File: config.mk
export PLATFORM = sky130hd
export DESIGN_NAME = train_speed_profile_tick_top
export DESIGN_NICKNAME = d
export VERILOG_FILES = /design/src/rtl/tspt_pkg.sv /design/src/rtl/train_speed_profile_tick_top.sv
export SDC_FILE = /design/constraint.sdc
export NUM_CORES = 1
export LEC_CHECK = 0
export BUFFER_PORTS_ARGS = -buffer_cell sky130_fd_sc_hd__buf_2
export CORE_MARGIN = 3
export CORE_UTILIZATION = 55
export CTS_CLUSTER_SIZE = 10
export DETAILED_ROUTE_END_ITERATION = 8
export HOLD_SLACK_MARGIN = 0.03
export PLACE_DENSITY = 0.72
export SKIP_LAST_GASP = 1
export SLEW_MARGIN = 20
export SYNTH_ARGS = -nofsm -noshare
export SYNTH_HDL_FRONTEND = slang
export SYNTH_SLANG_ARGS = --single-unit
File: constraint.sdc
create_clock -name clock -period 9.92 [get_ports clock]
set_input_delay 0.992 -clock clock [delete_from_list [all_inputs] [get_ports clock]]
set_output_delay 0.992 -clock clock [all_outputs]
set_load 0.02 [all_outputs]
File: src/rtl/tspt_pkg.sv
// Package for the speed profile tick block: state codes, register map,
// fixed-point constants and sequencer states. No dependencies.
package tspt_pkg;

   // Motion status codes
   localparam logic [1:0] STATUS_IDLE  = 2'd0;
   localparam logic [1:0] STATUS_RUN   = 2'd1;
   localparam logic [1:0] STATUS_EMERG = 2'd2;

   // Register indexes, taken from csr_paddr[3:2]
   localparam logic [1:0] CSR_CIVIL_LIMIT = 2'd0;
   localparam logic [1:0] CSR_OPER_MAX    = 2'd1;
   localparam logic [1:0] CSR_ACCEL       = 2'd2;
   localparam logic [1:0] CSR_DECEL       = 2'd3;

   localparam logic [15:0] ACCEL_RESET = 16'd6400;
   localparam logic [15:0] DECEL_RESET = 16'd5120;

   // Q7.16 loop length, stop margin, and the position scale divisor
   localparam logic [23:0] LOOP_Q16    = 24'd6553600;
   localparam logic [22:0] STOP_MARGIN = 23'd6554;
   localparam logic [11:0] POS_DIVISOR = 12'd1600;

   // Last step of the serial multiply (16 multiplier bits) and divide (32 bits)
   localparam logic [4:0] MUL_LAST = 5'd15;
   localparam logic [4:0] DIV_LAST = 5'd31;

   typedef enum logic [9:0] {
      SEQ_IDLE  = 10'b00_0000_0001,
      SEQ_MDIST = 10'b00_0000_0010,
      SEQ_MVV   = 10'b00_0000_0100,
      SEQ_SEL   = 10'b00_0000_1000,
      SEQ_MRATE = 10'b00_0001_0000,
      SEQ_UPD   = 10'b00_0010_0000,
      SEQ_MPOS  = 10'b00_0100_0000,
      SEQ_DIV   = 10'b00_1000_0000,
      SEQ_POS   = 10'b01_0000_0000,
      SEQ_FIN   = 10'b10_0000_0000
   } seq_state_type;

endpackage

File: src/rtl/train_speed_profile_tick_top.sv
// Speed profile tick block: one tick of a trapezoidal velocity profile with
// a braking curve on a closed loop. Depends on tspt_pkg.
//
// Usage:
//  - Request channel (req_*): one request per tick carries the time step,
//    the movement-authority position, an interlock fault and an emergency
//    request. A request is taken when req_valid is high and req_stall low.
//  - Response channel (rsp_*): one response per request with the new
//    position, velocity and motion status, held in an output register until
//    taken (rsp_valid high, rsp_stall low).
//  - Register port (csr_*): four 16-bit registers at byte addresses 0, 4, 8
//    and 12: civil speed limit, operator max speed, accel rate, decel rate.
//    pready is always high; write only while the block is idle.
//  - Sequence: a running tick passes through the serial multiply and divide
//    states before its response; a frozen tick (fault or emergency) or a
//    stop tick goes straight to the response. The next request is taken in
//    the cycle after the response is loaded. The work is done by one shared
//    bit-serial multiplier (four products, 16 multiplier bits each) and a
//    bit-serial divide by 1600 (32 quotient bits).
//  - When the receiver stalls, the finished response waits in the sequencer
//    until the output register frees; no new request is taken meanwhile.
//  - Reset (synchronous, active high) clears position, velocity and status,
//    and loads the register defaults.
module train_speed_profile_tick_top (
   input  logic        clock,
   input  logic        reset,
   // request channel
   input  logic        req_valid,
   output logic        req_stall,
   input  logic [15:0] req_tick_seconds,
   input  logic [22:0] req_authority_position,
   input  logic        req_interlock_fault,
   input  logic        req_emergency_brake,
   // response channel
   output logic        rsp_valid,
   input  logic        rsp_stall,
   output logic [22:0] rsp_position_now,
   output logic [15:0] rsp_velocity_now,
   output logic [1:0]  rsp_motion_status,
   // register port
   input  logic        csr_psel,
   input  logic        csr_penable,
   input  logic        csr_pwrite,
   input  logic [3:0]  csr_paddr,
   input  logic [31:0] csr_pwdata,
   output logic [31:0] csr_prdata,
   output logic        csr_pready
);

   // Configuration registers
   logic [15:0] civil_ff, oper_ff, accel_ff, decel_ff;
   logic        csr_wr;

   // Architectural state
   logic [22:0] pos_ff, pos_in;
   logic [15:0] vel_ff, vel_in;
   logic [1:0]  status_ff, status_in;

   // Sequencer and serial datapath
   tspt_pkg::seq_state_type state_ff, state_in;
   logic [4:0]  cnt_ff, cnt_in;
   logic [38:0] prod_ff, prod_in;
   logic [22:0] mcand_ff, mcand_in;
   logic [38:0] lhs_ff, lhs_in;
   logic        braking_ff, braking_in;
   logic [10:0] rem_ff, rem_in;
   logic [15:0] dt_ff, dt_in;

   // Output register
   logic        rsp_valid_ff, rsp_valid_in;
   logic [22:0] rsp_pos_ff, rsp_pos_in;
   logic [15:0] rsp_vel_ff, rsp_vel_in;
   logic [1:0]  rsp_status_ff, rsp_status_in;

   // Combinational helpers
   logic [23:0] sum_mul;
   logic [38:0] prod_mul;
   logic [11:0] div_t;
   logic        div_ge;
   logic [11:0] div_sub;
   logic [38:0] prod_div;
   logic [23:0] dist_raw, dist_wrap;
   logic [22:0] auth_dist;
   logic        stop_now;
   logic [15:0] ceil_v;
   logic        brk_now;
   logic [19:0] step;
   logic [20:0] acc_sum;
   logic [15:0] over_diff;
   logic [15:0] vnew;
   logic [23:0] pos_sum, pos_wrap;

   //------------------------------------------------------------------
   // Register port
   //------------------------------------------------------------------
   assign csr_wr     = csr_psel & csr_penable & csr_pwrite & csr_pready;
   assign csr_pready = 1'b1;

   always_ff @(posedge clock) begin
      if (reset) begin
         civil_ff <= '0;
         oper_ff  <= '0;
         accel_ff <= tspt_pkg::ACCEL_RESET;
         decel_ff <= tspt_pkg::DECEL_RESET;
      end else if (csr_wr) begin
         case (csr_paddr[3:2])
            tspt_pkg::CSR_CIVIL_LIMIT: civil_ff <= csr_pwdata[15:0];
            tspt_pkg::CSR_OPER_MAX:    oper_ff  <= csr_pwdata[15:0];
            tspt_pkg::CSR_ACCEL:       accel_ff <= csr_pwdata[15:0];
            tspt_pkg::CSR_DECEL:       decel_ff <= csr_pwdata[15:0];
            default:                   civil_ff <= civil_ff;
         endcase
      end
   end

   always_comb begin
      case (csr_paddr[3:2])
         tspt_pkg::CSR_CIVIL_LIMIT: csr_prdata = {16'd0, civil_ff};
         tspt_pkg::CSR_OPER_MAX:    csr_prdata = {16'd0, oper_ff};
         tspt_pkg::CSR_ACCEL:       csr_prdata = {16'd0, accel_ff};
         tspt_pkg::CSR_DECEL:       csr_prdata = {16'd0, decel_ff};
         default:                   csr_prdata = '0;
      endcase
   end

   //------------------------------------------------------------------
   // Serial arithmetic
   //------------------------------------------------------------------
   // Shift-add multiply: the multiplier sits in the low 16 bits of prod_ff
   // and shifts out LSB first while the partial sum enters from the top.
   assign sum_mul  = {1'b0, prod_ff[38:16]} + (prod_ff[0] ? {1'b0, mcand_ff} : 24'd0);
   assign prod_mul = {sum_mul, prod_ff[15:1]};

   // Restoring divide by 1600, one quotient bit per cycle, MSB of the
   // dividend first; the quotient shifts in at the bottom.
   assign div_t    = {rem_ff, prod_ff[31]};
   assign div_ge   = (div_t >= tspt_pkg::POS_DIVISOR);
   assign div_sub  = div_t - tspt_pkg::POS_DIVISOR;
   assign prod_div = {7'd0, prod_ff[30:0], div_ge};

   // Distance to authority, wrapped once around the loop if negative
   assign dist_raw  = {1'b0, req_authority_position} - {1'b0, pos_ff};
   assign dist_wrap = dist_raw + tspt_pkg::LOOP_Q16;
   assign auth_dist = dist_raw[23] ? dist_wrap[22:0] : dist_raw[22:0];
   assign stop_now  = (auth_dist <= tspt_pkg::STOP_MARGIN) ||
                      (req_authority_position == 23'd0);

   assign ceil_v = (civil_ff < oper_ff) ? civil_ff : oper_ff;

   // Stopping test: 2 * dist * decel <= (v * v) << 8, both in Q.24
   assign brk_now = ({lhs_ff, 1'b0} <= {prod_ff[31:0], 8'd0});

   // Velocity update from rate * dt, truncated to Q8.8
   assign step      = prod_ff[31:12];
   assign acc_sum   = {5'd0, vel_ff} + {1'b0, step};
   assign over_diff = vel_ff - ceil_v;

   always_comb begin
      if (braking_ff) begin
         vnew = (step >= {4'd0, vel_ff}) ? 16'd0 : vel_ff - step[15:0];
      end else if (vel_ff < ceil_v) begin
         vnew = (acc_sum > {5'd0, ceil_v}) ? ceil_v : acc_sum[15:0];
      end else if (vel_ff > ceil_v) begin
         vnew = (step > {4'd0, over_diff}) ? ceil_v : vel_ff - step[15:0];
      end else begin
         vnew = vel_ff;
      end
   end

   // Position advance by the quotient, wrapping at the loop length
   assign pos_sum  = {1'b0, pos_ff} + {2'd0, prod_ff[21:0]};
   assign pos_wrap = (pos_sum >= tspt_pkg::LOOP_Q16) ? pos_sum - tspt_pkg::LOOP_Q16 : pos_sum;

   //------------------------------------------------------------------
   // Sequencer
   //------------------------------------------------------------------
   assign req_stall = (state_ff != tspt_pkg::SEQ_IDLE);

   always_comb begin
      state_in      = state_ff;
      cnt_in        = cnt_ff;
      prod_in       = prod_ff;
      mcand_in      = mcand_ff;
      lhs_in        = lhs_ff;
      braking_in    = braking_ff;
      rem_in        = rem_ff;
      dt_in         = dt_ff;
      pos_in        = pos_ff;
      vel_in        = vel_ff;
      status_in     = status_ff;
      rsp_valid_in  = rsp_valid_ff & rsp_stall;
      rsp_pos_in    = rsp_pos_ff;
      rsp_vel_in    = rsp_vel_ff;
      rsp_status_in = rsp_status_ff;

      case (state_ff)
         tspt_pkg::SEQ_IDLE: begin
            if (req_valid) begin
               dt_in = req_tick_seconds;
               if ((status_ff == tspt_pkg::STATUS_EMERG) || req_emergency_brake) begin
                  // sticky emergency: zero velocity, freeze position
                  vel_in    = '0;
                  status_in = tspt_pkg::STATUS_EMERG;
                  state_in  = tspt_pkg::SEQ_FIN;
               end else if (req_interlock_fault) begin
                  vel_in   = '0;
                  state_in = tspt_pkg::SEQ_FIN;
               end else if (stop_now) begin
                  vel_in    = '0;
                  status_in = tspt_pkg::STATUS_IDLE;
                  state_in  = tspt_pkg::SEQ_FIN;
               end else begin
                  status_in = tspt_pkg::STATUS_RUN;
                  mcand_in  = auth_dist;
                  prod_in   = {23'd0, decel_ff};
                  cnt_in    = '0;
                  state_in  = tspt_pkg::SEQ_MDIST;
               end
            end
         end
         tspt_pkg::SEQ_MDIST: begin
            prod_in = prod_mul;
            cnt_in  = cnt_ff + 5'd1;
            if (cnt_ff == tspt_pkg::MUL_LAST) begin
               lhs_in   = prod_mul;
               mcand_in = {7'd0, vel_ff};
               prod_in  = {23'd0, vel_ff};
               cnt_in   = '0;
               state_in = tspt_pkg::SEQ_MVV;
            end
         end
         tspt_pkg::SEQ_MVV: begin
            prod_in = prod_mul;
            cnt_in  = cnt_ff + 5'd1;
            if (cnt_ff == tspt_pkg::MUL_LAST) begin
               cnt_in   = '0;
               state_in = tspt_pkg::SEQ_SEL;
            end
         end
         tspt_pkg::SEQ_SEL: begin
            braking_in = brk_now;
            mcand_in   = {7'd0, (brk_now || (vel_ff > ceil_v)) ? decel_ff : accel_ff};
            prod_in    = {23'd0, dt_ff};
            state_in   = tspt_pkg::SEQ_MRATE;
         end
         tspt_pkg::SEQ_MRATE: begin
            prod_in = prod_mul;
            cnt_in  = cnt_ff + 5'd1;
            if (cnt_ff == tspt_pkg::MUL_LAST) begin
               cnt_in   = '0;
               state_in = tspt_pkg::SEQ_UPD;
            end
         end
         tspt_pkg::SEQ_UPD: begin
            vel_in   = vnew;
            mcand_in = {7'd0, vnew};
            prod_in  = {23'd0, dt_ff};
            state_in = tspt_pkg::SEQ_MPOS;
         end
         tspt_pkg::SEQ_MPOS: begin
            prod_in = prod_mul;
            cnt_in  = cnt_ff + 5'd1;
            if (cnt_ff == tspt_pkg::MUL_LAST) begin
               rem_in   = '0;
               cnt_in   = '0;
               state_in = tspt_pkg::SEQ_DIV;
            end
         end
         tspt_pkg::SEQ_DIV: begin
            prod_in = prod_div;
            rem_in  = div_ge ? div_sub[10:0] : div_t[10:0];
            cnt_in  = cnt_ff + 5'd1;
            if (cnt_ff == tspt_pkg::DIV_LAST) begin
               cnt_in   = '0;
               state_in = tspt_pkg::SEQ_POS;
            end
         end
         tspt_pkg::SEQ_POS: begin
            pos_in   = pos_wrap[22:0];
            state_in = tspt_pkg::SEQ_FIN;
         end
         tspt_pkg::SEQ_FIN: begin
            // hold until the output register is free
            if (!(rsp_valid_ff && rsp_stall)) begin
               rsp_valid_in  = 1'b1;
               rsp_pos_in    = pos_ff;
               rsp_vel_in    = vel_ff;
               rsp_status_in = status_ff;
               state_in      = tspt_pkg::SEQ_IDLE;
            end
         end
         default: begin
            state_in = tspt_pkg::SEQ_IDLE;
         end
      endcase
   end

   always_ff @(posedge clock) begin
      if (reset) begin
         state_ff     <= tspt_pkg::SEQ_IDLE;
         cnt_ff       <= '0;
         pos_ff       <= '0;
         vel_ff       <= '0;
         status_ff    <= tspt_pkg::STATUS_IDLE;
         rsp_valid_ff <= 1'b0;
      end else begin
         state_ff     <= state_in;
         cnt_ff       <= cnt_in;
         pos_ff       <= pos_in;
         vel_ff       <= vel_in;
         status_ff    <= status_in;
         rsp_valid_ff <= rsp_valid_in;
      end
   end

   always_ff @(posedge clock) begin
      prod_ff       <= prod_in;
      mcand_ff      <= mcand_in;
      lhs_ff        <= lhs_in;
      braking_ff    <= braking_in;
      rem_ff        <= rem_in;
      dt_ff         <= dt_in;
      rsp_pos_ff    <= rsp_pos_in;
      rsp_vel_ff    <= rsp_vel_in;
      rsp_status_ff <= rsp_status_in;
   end

   assign rsp_valid         = rsp_valid_ff;
   assign rsp_position_now  = rsp_pos_ff;
   assign rsp_velocity_now  = rsp_vel_ff;
   assign rsp_motion_status = rsp_status_ff;

   //------------------------------------------------------------------
   // Assertions
   //------------------------------------------------------------------
   // Emergency state is sticky until reset
   a_emerg_sticky: assert property (@(posedge clock) disable iff (reset)
      (status_ff == tspt_pkg::STATUS_EMERG) |=> (status_ff == tspt_pkg::STATUS_EMERG))
      else $error("emergency status left without reset");

   // Position always stays inside the loop
   a_pos_range: assert property (@(posedge clock) disable iff (reset)
      ({1'b0, pos_ff} < tspt_pkg::LOOP_Q16))
      else $error("position outside loop");

   // Only a running vehicle may have nonzero velocity
   a_vel_status: assert property (@(posedge clock) disable iff (reset)
      (status_ff != tspt_pkg::STATUS_RUN) |-> (vel_ff == 16'd0))
      else $error("nonzero velocity while not running");

   // A request taken in idle always starts work
   a_accept_busy: assert property (@(posedge clock) disable iff (reset)
      (req_valid && !req_stall) |=> req_stall)
      else $error("request accepted without leaving idle");

endmodule
Word level (Yosys, flattened, before mapping)

Cells that the tools add are included.

Flip-flop bits (word level): 291
Input bits: 84
Output and inout port bits: 76

Add/sub/neg operators: 10
Magnitude comparators: 10
Equal/unequal tests: 29
Mux-type cells: 55
Bitwise gates (word level): 4
Reduce and logical (&&, ||, !) cells: 28

Operator list:

| kind                                                                 | number |
|---|---|
| 2-to-1 mux 39 bit                                                    | 5 |
| case mux 39 bit (5 select lines)                                     | 1 |
| 2-to-1 mux 16 bit                                                    | 12 |
| 2-to-1 mux 23 bit                                                    | 8 |
| case mux 32 bit (4 select lines)                                     | 1 |
| 2-to-1 mux 10 bit                                                    | 10 |
| case mux 10 bit (10 select lines)                                    | 1 |
| case mux 23 bit (4 select lines)                                     | 1 |
| <= comparator 40 bit                                                 | 1 |
| less-than comparator 16 bit                                          | 2 |
| case mux 16 bit (2 select lines)                                     | 1 |
| subtractor 16 bit                                                    | 2 |
| 2-to-1 mux 5 bit                                                     | 6 |
| adder 23 x 22 -> 24 bit                                              | 1 |
| adder 23 x 23 -> 24 bit                                              | 1 |
| greater-or-equal comparator 24 x 23 -> 1 bit (second input constant) | 1 |
| subtractor 23 x 23 -> 24 bit                                         | 1 |
| adder 23 bit (second input constant)                                 | 1 |
| <= comparator 23 x 13 -> 1 bit (second input constant)               | 1 |
| logical NOT 23 bit                                                   | 1 |
| subtractor 23 bit (second input constant)                            | 1 |
| 2-to-1 mux 11 bit                                                    | 2 |
| case mux 11 bit (2 select lines)                                     | 1 |
| adder 16 x 20 -> 21 bit                                              | 1 |
| other kinds (45)                                                     | 73 |

Depth between registers and ports, before layout

Depth after elaboration: 10
Mapped depth: 38
Depth with buffers taken out: 36

Least setup slack after synthesis

Ideal clock, no wire load.

Kind: register to register
Start: register oper_ff[15]
End: register mcand_ff[0] (data pin)
Data arrival time: 7.286 ns
Data required time: 9.781 ns
Slack: 2.496 ns
Stages on the path, launching flop included: 39
Path buffers: 3
Clock period less this slack: 7.424 ns
Cells stage by stage: dfxtp_1 -> inv_1 -> ha_1 -> a21oi_1 -> o21ai_0 -> a31o_4 -> nor2_2 -> clkbuf_1 -> buf_1 -> nor2_1 -> a21oi_1 -> ha_1 -> a21oi_1 -> inv_1 -> o311ai_0 -> a211oi_1 -> o311ai_0 -> nor2_1 -> [... 3 more ...] -> o21bai_1 -> a21oi_1 -> xnor2_1 -> ha_1 -> a21o_1 -> a21o_1 -> a21oi_1 -> nand3_1 -> o21a_1 -> nor2_1 -> clkbuf_1 -> mux2i_1 -> mux2i_1 -> a21oi_1 -> nor2_1 -> a311oi_1 -> a21oi_1 -> nor2_1

Word-level cells in the longest chain between the ends: 9
Elaborated cells on any way between the ends: 15

RTL lines:

| what                                 | line                                | RTL |
|---|---|---|
| start, declared                      | train_speed_profile_tick_top.sv:51  | `logic [15:0] civil_ff, oper_ff, accel_ff, decel_ff;` |
| start signal, assigned               | train_speed_profile_tick_top.sv:108 | `tspt_pkg::CSR_OPER_MAX: oper_ff <= csr_pwdata[15:0];` |
| less-than comparator 16 bit          | train_speed_profile_tick_top.sv:148 | `assign ceil_v = (civil_ff < oper_ff) ? civil_ff : oper_ff;` |
| 2-to-1 mux 16 bit (*)                | train_speed_profile_tick_top.sv:148 |  |
| subtractor 16 bit                    | train_speed_profile_tick_top.sv:156 | `assign over_diff = vel_ff - ceil_v;` |
| > comparator 20 x 16 -> 1 bit        | train_speed_profile_tick_top.sv:164 | `vnew = (step > {4'd0, over_diff}) ? ceil_v : vel_ff - step[15:0];` |
| 2-to-1 mux 16 bit                    | train_speed_profile_tick_top.sv:164 |  |
| 2-to-1 mux 16 bit                    | train_speed_profile_tick_top.sv:163 | `end else if (vel_ff > ceil_v) begin` |
| 2-to-1 mux 16 bit                    | train_speed_profile_tick_top.sv:161 | `end else if (vel_ff < ceil_v) begin` |
| 2-to-1 mux 16 bit                    | train_speed_profile_tick_top.sv:159 | `if (braking_ff) begin` |
| case mux 23 bit (4 select lines) (*) | train_speed_profile_tick_top.sv:196 | `case (state_ff)` |
| via mcand_in[0]                      | train_speed_profile_tick_top.sv:63  | `logic [22:0] mcand_ff, mcand_in;` |
| end signal, assigned                 | train_speed_profile_tick_top.sv:318 | `mcand_ff <= mcand_in;` |
| end, declared                        | train_speed_profile_tick_top.sv:63  |  |

Mark *: on every way through the listed nets, which the timed path passes. The rest lies on a longest branch.
A chain may end at the register's enable or synchronous reset.

Worst setup path in the final report

Start: register oper_ff[15]
End: register mcand_ff[14] (data pin)

The elaborated chain is that of the path after synthesis.

==> results_tabular.tex <==
\begin{tabular}{lr}
\hline
Metric & Value \\
\hline
\multicolumn{2}{l}{\textbf{Layout}} \\
\quad Most frequent standard cell in the layout excluding fill and tap cells & sky130\_fd\_sc\_hd\_\_nand2\_1 \\
\quad Share of final-layout standard cells stronger than drive strength 1 & 11.1\% \\
\quad Number of nets in the final layout & $\sim$2.7k \\
\quad Area of combinational cells with multiple inputs & between 10000 and 15000 um2 \\
\quad Number of non-filler instances in the completed layout & 2972 \\
\quad Layout filler cell count & 3310 \\
\quad Area growth from synthesis to layout & 10.1\% \\
\quad Combined flip-flop and latch cell area & 7530 um2 \\
\quad Commonest cells after routing, fill and taps aside & sky130\_fd\_sc\_hd\_\_nand2\_1, sky130\_fd\_sc\_hd\_\_a21oi\_1, sky130\_fd\_sc\_hd\_\_ha\_1 \\
\multicolumn{2}{l}{\textbf{Worst setup path}} \\
\quad Slowest cell on the critical path & sky130\_fd\_sc\_hd\_\_nor2\_2 \\
\quad Kind of start point of the critical path & register \\
\quad Critical path start-end classification & reg -> reg \\
\quad Arrival time at the worst endpoint & 8.81 ns \\
\quad Largest stage delay, worst path & $\sim$0.57 ns \\
\quad Most used cell, CP & sky130\_fd\_sc\_hd\_\_a21oi\_1 \\
\quad Crit. End Element & register \\
\quad Timing startpoint of the critical path & oper\_ff[15] \\
\quad Critical path data required time & 10.27 ns \\
\quad Launch point of the worst reg-to-reg path & oper\_ff[15] \\
\quad Worst Path Max Fanout & 26 \\
\multicolumn{2}{l}{\textbf{Synth}} \\
\quad Largest cells by area after synthesis & sky130\_fd\_sc\_hd\_\_edfxtp\_1, sky130\_fd\_sc\_hd\_\_ha\_1, sky130\_fd\_sc\_hd\_\_dfxtp\_1 \\
\quad Portion of synthesized cell area occupied by the leading cell type & 24.2\% \\
\quad Post-synth top flop & sky130\_fd\_sc\_hd\_\_edfxtp\_1 \\
\quad Number of enable-type register cells in the synthesized netlist & 170 \\
\quad Warnings from Yosys & 0 \\
\quad Compound-cell area share of the yosys netlist & 20.8\% \\
\quad Distinct cells, synth & 109 \\
\quad Post-synthesis cell count & 2339 \\
\quad Simple-gate area share of the yosys netlist & 16.8\% \\
\quad Leading area contributor after synthesis & sky130\_fd\_sc\_hd\_\_edfxtp\_1 \\
\quad Area share of xor/xnor cells in the synthesized design & approximately 4.5\% \\
\quad Sequential element share of the synthesized area & 35.8\% \\
\quad Post-synthesis adder-cell area fraction & between 10\% and 20\% \\
\quad Count of state elements after synthesis & a little under 300 \\
\quad Multiplexer share of the synthesized area & 3.56\% \\
\quad Syn Std Cell Area & 21100 um2 \\
\quad Combinational family with the most area after synthesis & compound AO/OA/AOI/OAI gates \\
\quad Post-synthesis average cell area & 9.00 um2 \\
\quad FFs w/ async S/R, synth & 0\% \\
\multicolumn{2}{l}{\textbf{Die}} \\
\quad Die outline width & 202 um \\
\quad Io pins & 160 \\
\quad Die area & between 40000 and 50000 um2 \\
\quad Number of standard-cell rows in the floorplan & 71 \\
\quad Area of the core region & around 38000 um2 \\
\quad Starting utilization of the core area & between 50\% and 60\% \\
\quad DIE HEIGHT & 202 um \\
\multicolumn{2}{l}{\textbf{Min path}} \\
\quad Class of the most critical hold timing path & reg -> reg \\
\quad Hold wc startpoint & oper\_ff[14] \\
\multicolumn{2}{l}{\textbf{Place}} \\
\quad Placed insts & around 2.9k \\
\quad Placed wire-length estimate after detailed placement & 52.8 mm \\
\quad Input/output buffers & approximately 120 \\
\quad Weighted congestion reported at the end of routability-driven placement & around 1.0 \\
\multicolumn{2}{l}{\textbf{STA}} \\
\quad Post-route clock period utilization & a little under nine tenths \\
\quad Min Clock Period, post-route & between 8 and 9 ns \\
\quad Final Setup Violations & 0 \\
\quad Sum of negative setup slack & 0 ns \\
\quad Highest attainable clock frequency & between 100 and 150 MHz \\
\quad Worst clock skew & 0.0158 ns \\
\quad Setup repair after global routing missed its margin & false \\
\quad Final hold vios & 0 \\
\quad Worst-Margin Slew & 1.13 ns \\
\quad Worst-case headroom to the max-slew limit & between 20\% and 30\% \\
\quad Final Max Slew Viols & 0 \\
\multicolumn{2}{l}{\textbf{Clock network}} \\
\quad Root Buffer & sky130\_fd\_sc\_hd\_\_clkbuf\_16 \\
\quad Cts repair resizes & 0 \\
\quad Clock latency on the worst-skew pair & 0.56 ns \\
\quad Clock tree from TritonCTS & done \\
\quad CTS clk-pin slew, worst paths & 0.06 ns \\
\quad CTS sink count & 291 \\
\quad Clock Path Buffers & 3 \\
\quad Setup Fix Bufs, Post-CTS & 0 \\
\quad Depth of the CTS H-tree & 2 \\
\quad Number of CTS-inserted buffers & 36 \\
\quad Hold\_buf cts & 0 \\
\multicolumn{2}{l}{\textbf{Drt}} \\
\quad Final antenna-violating net count & 0 \\
\quad Via/cell ratio & 6.36 \\
\quad 1st-pass router iterations & 8 \\
\quad DRC violation count after routing & 0 \\
\quad Total detailed-routing wirelength & 70.1 mm \\
\quad Wire per inst & between 20 and 25 um \\
\quad Number of DRC violations after detailed-routing iteration 0 & 2023 \\
\quad Vias after detailed routing & around 19k \\
\multicolumn{2}{l}{\textbf{Power and ir drop}} \\
\quad Max VDD drop & $\sim$0.00014 V \\
\quad Leakage & 0.00922 uW \\
\quad Power density relative to cell area & around 130 nW/um2 \\
\multicolumn{2}{l}{\textbf{Global route}} \\
\quad Largest net degree at the start of global routing & 66 \\
\quad Via count of the first global-routing pass & 17.6k \\
\quad Total routing resource utilization after global routing & 33.7\% \\
\quad Grt total ovfl & 0 \\
\quad Number of antenna violations at the first check in global routing & 2 \\
\quad Global-route wire length before repair & roughly 110 mm \\
\multicolumn{2}{l}{\textbf{Status}} \\
\quad Result of the run & finished, final reports clean \\
\multicolumn{2}{l}{\textbf{Flow run}} \\
\quad Number of maximum-capacitance violations & 0 \\
\hline
\end{tabular}
-- synth_stat cells (all sizes together), types with 11 or more instances --
cell type / n
nand2: 289
a21oi: 240
ha: 211
edfxtp: 170
nor2: 157
inv: 153
dfxtp: 121
o21ai: 110
clkbuf: 68
xnor2: 67
a21o: 48
and2: 46
xor2: 40
buf: 38
nand3: 38
nor3: 38
a211oi: 33
nor2b: 31
mux2i: 28
nand2b: 23
nand4: 22
o21a: 22
o211ai: 19
o21bai: 19
a31oi: 18
nor4: 18
mux4: 16
or3: 16
and3: 15
a211o: 12
a22oi: 12
a221o: 11
nand3b: 11
nor3b: 11
o221ai: 11
o31ai: 11
-- power breakdown --
| group | internal [uW] | leakage (uW) | switching [uW] |
|---|---|---|---|
| clock | 711 | 0.000524 | 523 |
| sequential | 1320 | 0.00254 | 31.1 |
| combinational | 181 | 0.00616 | 329 |
| total | 2210 | 0.00922 | 882 |
-- logic make-up after synthesis --
group	count (synthesis)
simple gates	741
compound gates	660
flops	291
buf+inv	262
fa+ha+maj	223
xor+xnor	107
mux	53
other cells	2
-- per-stage QoR --
| stage | hold WS, ns | setup WS, ns | area (um2) | util, % | total power (uW) |
|---|---|---|---|---|---|
| after floorplan | 0.406 | 2.50 | 21100 | - | 1710 |
| after global placement | 0.446 | 1.87 | 22100 | 58.7 | 1860 |
| after detailed placement | 0.459 | 1.74 | 22100 | 58.7 | 1870 |
| after CTS | 0.468 | 1.70 | 23200 | 61.5 | 3100 |
| after global routing | 0.485 | 0.831 | 23200 | 61.5 | 3200 |
| final | 0.467 | 1.47 | 23200 | 61.6 | 3090 |
-- flip-flops by register name (all words and copies together), names as in the netlist, 23 cells and up --
register,cells
rsp_position_now,23
lhs_ff,39
mcand_ff,23
prod_ff,39
pos_ff,23
-- final timing paths --
path	to	slack, ns	cells past startpoint
worst max register to register	mcand_ff[14]	1.47	35
worst max-delay path	mcand_ff[14]	1.47	35
worst min-delay path	oper_ff[14]	0.47	2
worst min register to register	oper_ff[14]	0.47	2
-- cell type report --
| cell class | count | share of cell area, % |
|---|---|---|
| Multi-Input combinational cell | 1801 | 54.1 |
| Antenna cell | 1 | 0.0108 |
| Sequential cell | 291 | 32.5 |
| Timing Repair Buffer | 148 | 3.46 |
| Clock inverter | 5 | 0.237 |
| Tap cell | 511 | 2.76 |
| Clock buffer | 59 | 4.43 |
| Inverter | 156 | 2.53 |
-- metal layers --
metal	up-vias	routed length [um]	GRT usage (%)
met5	-	13	0
met4	2	2850	13.4
met3	174	7520	7.04
met2	1023	30200	51.1
met1	9006	29500	47.3
li1	8692	-	-
-- worst max-delay path, delay by kind of cell (launching register included) --
kind                     cells  cell delay (ns)
flip-flops                   1             0.34
adder cells (fa/ha/maj)      4             1.20
XOR/XNOR                     1             0.16
AND/OR/NAND/NOR              7             1.42
buffers and inverters        4             0.72
AO/OA/AOI/OAI               19             4.41
(Power assumes the default switching activity.)
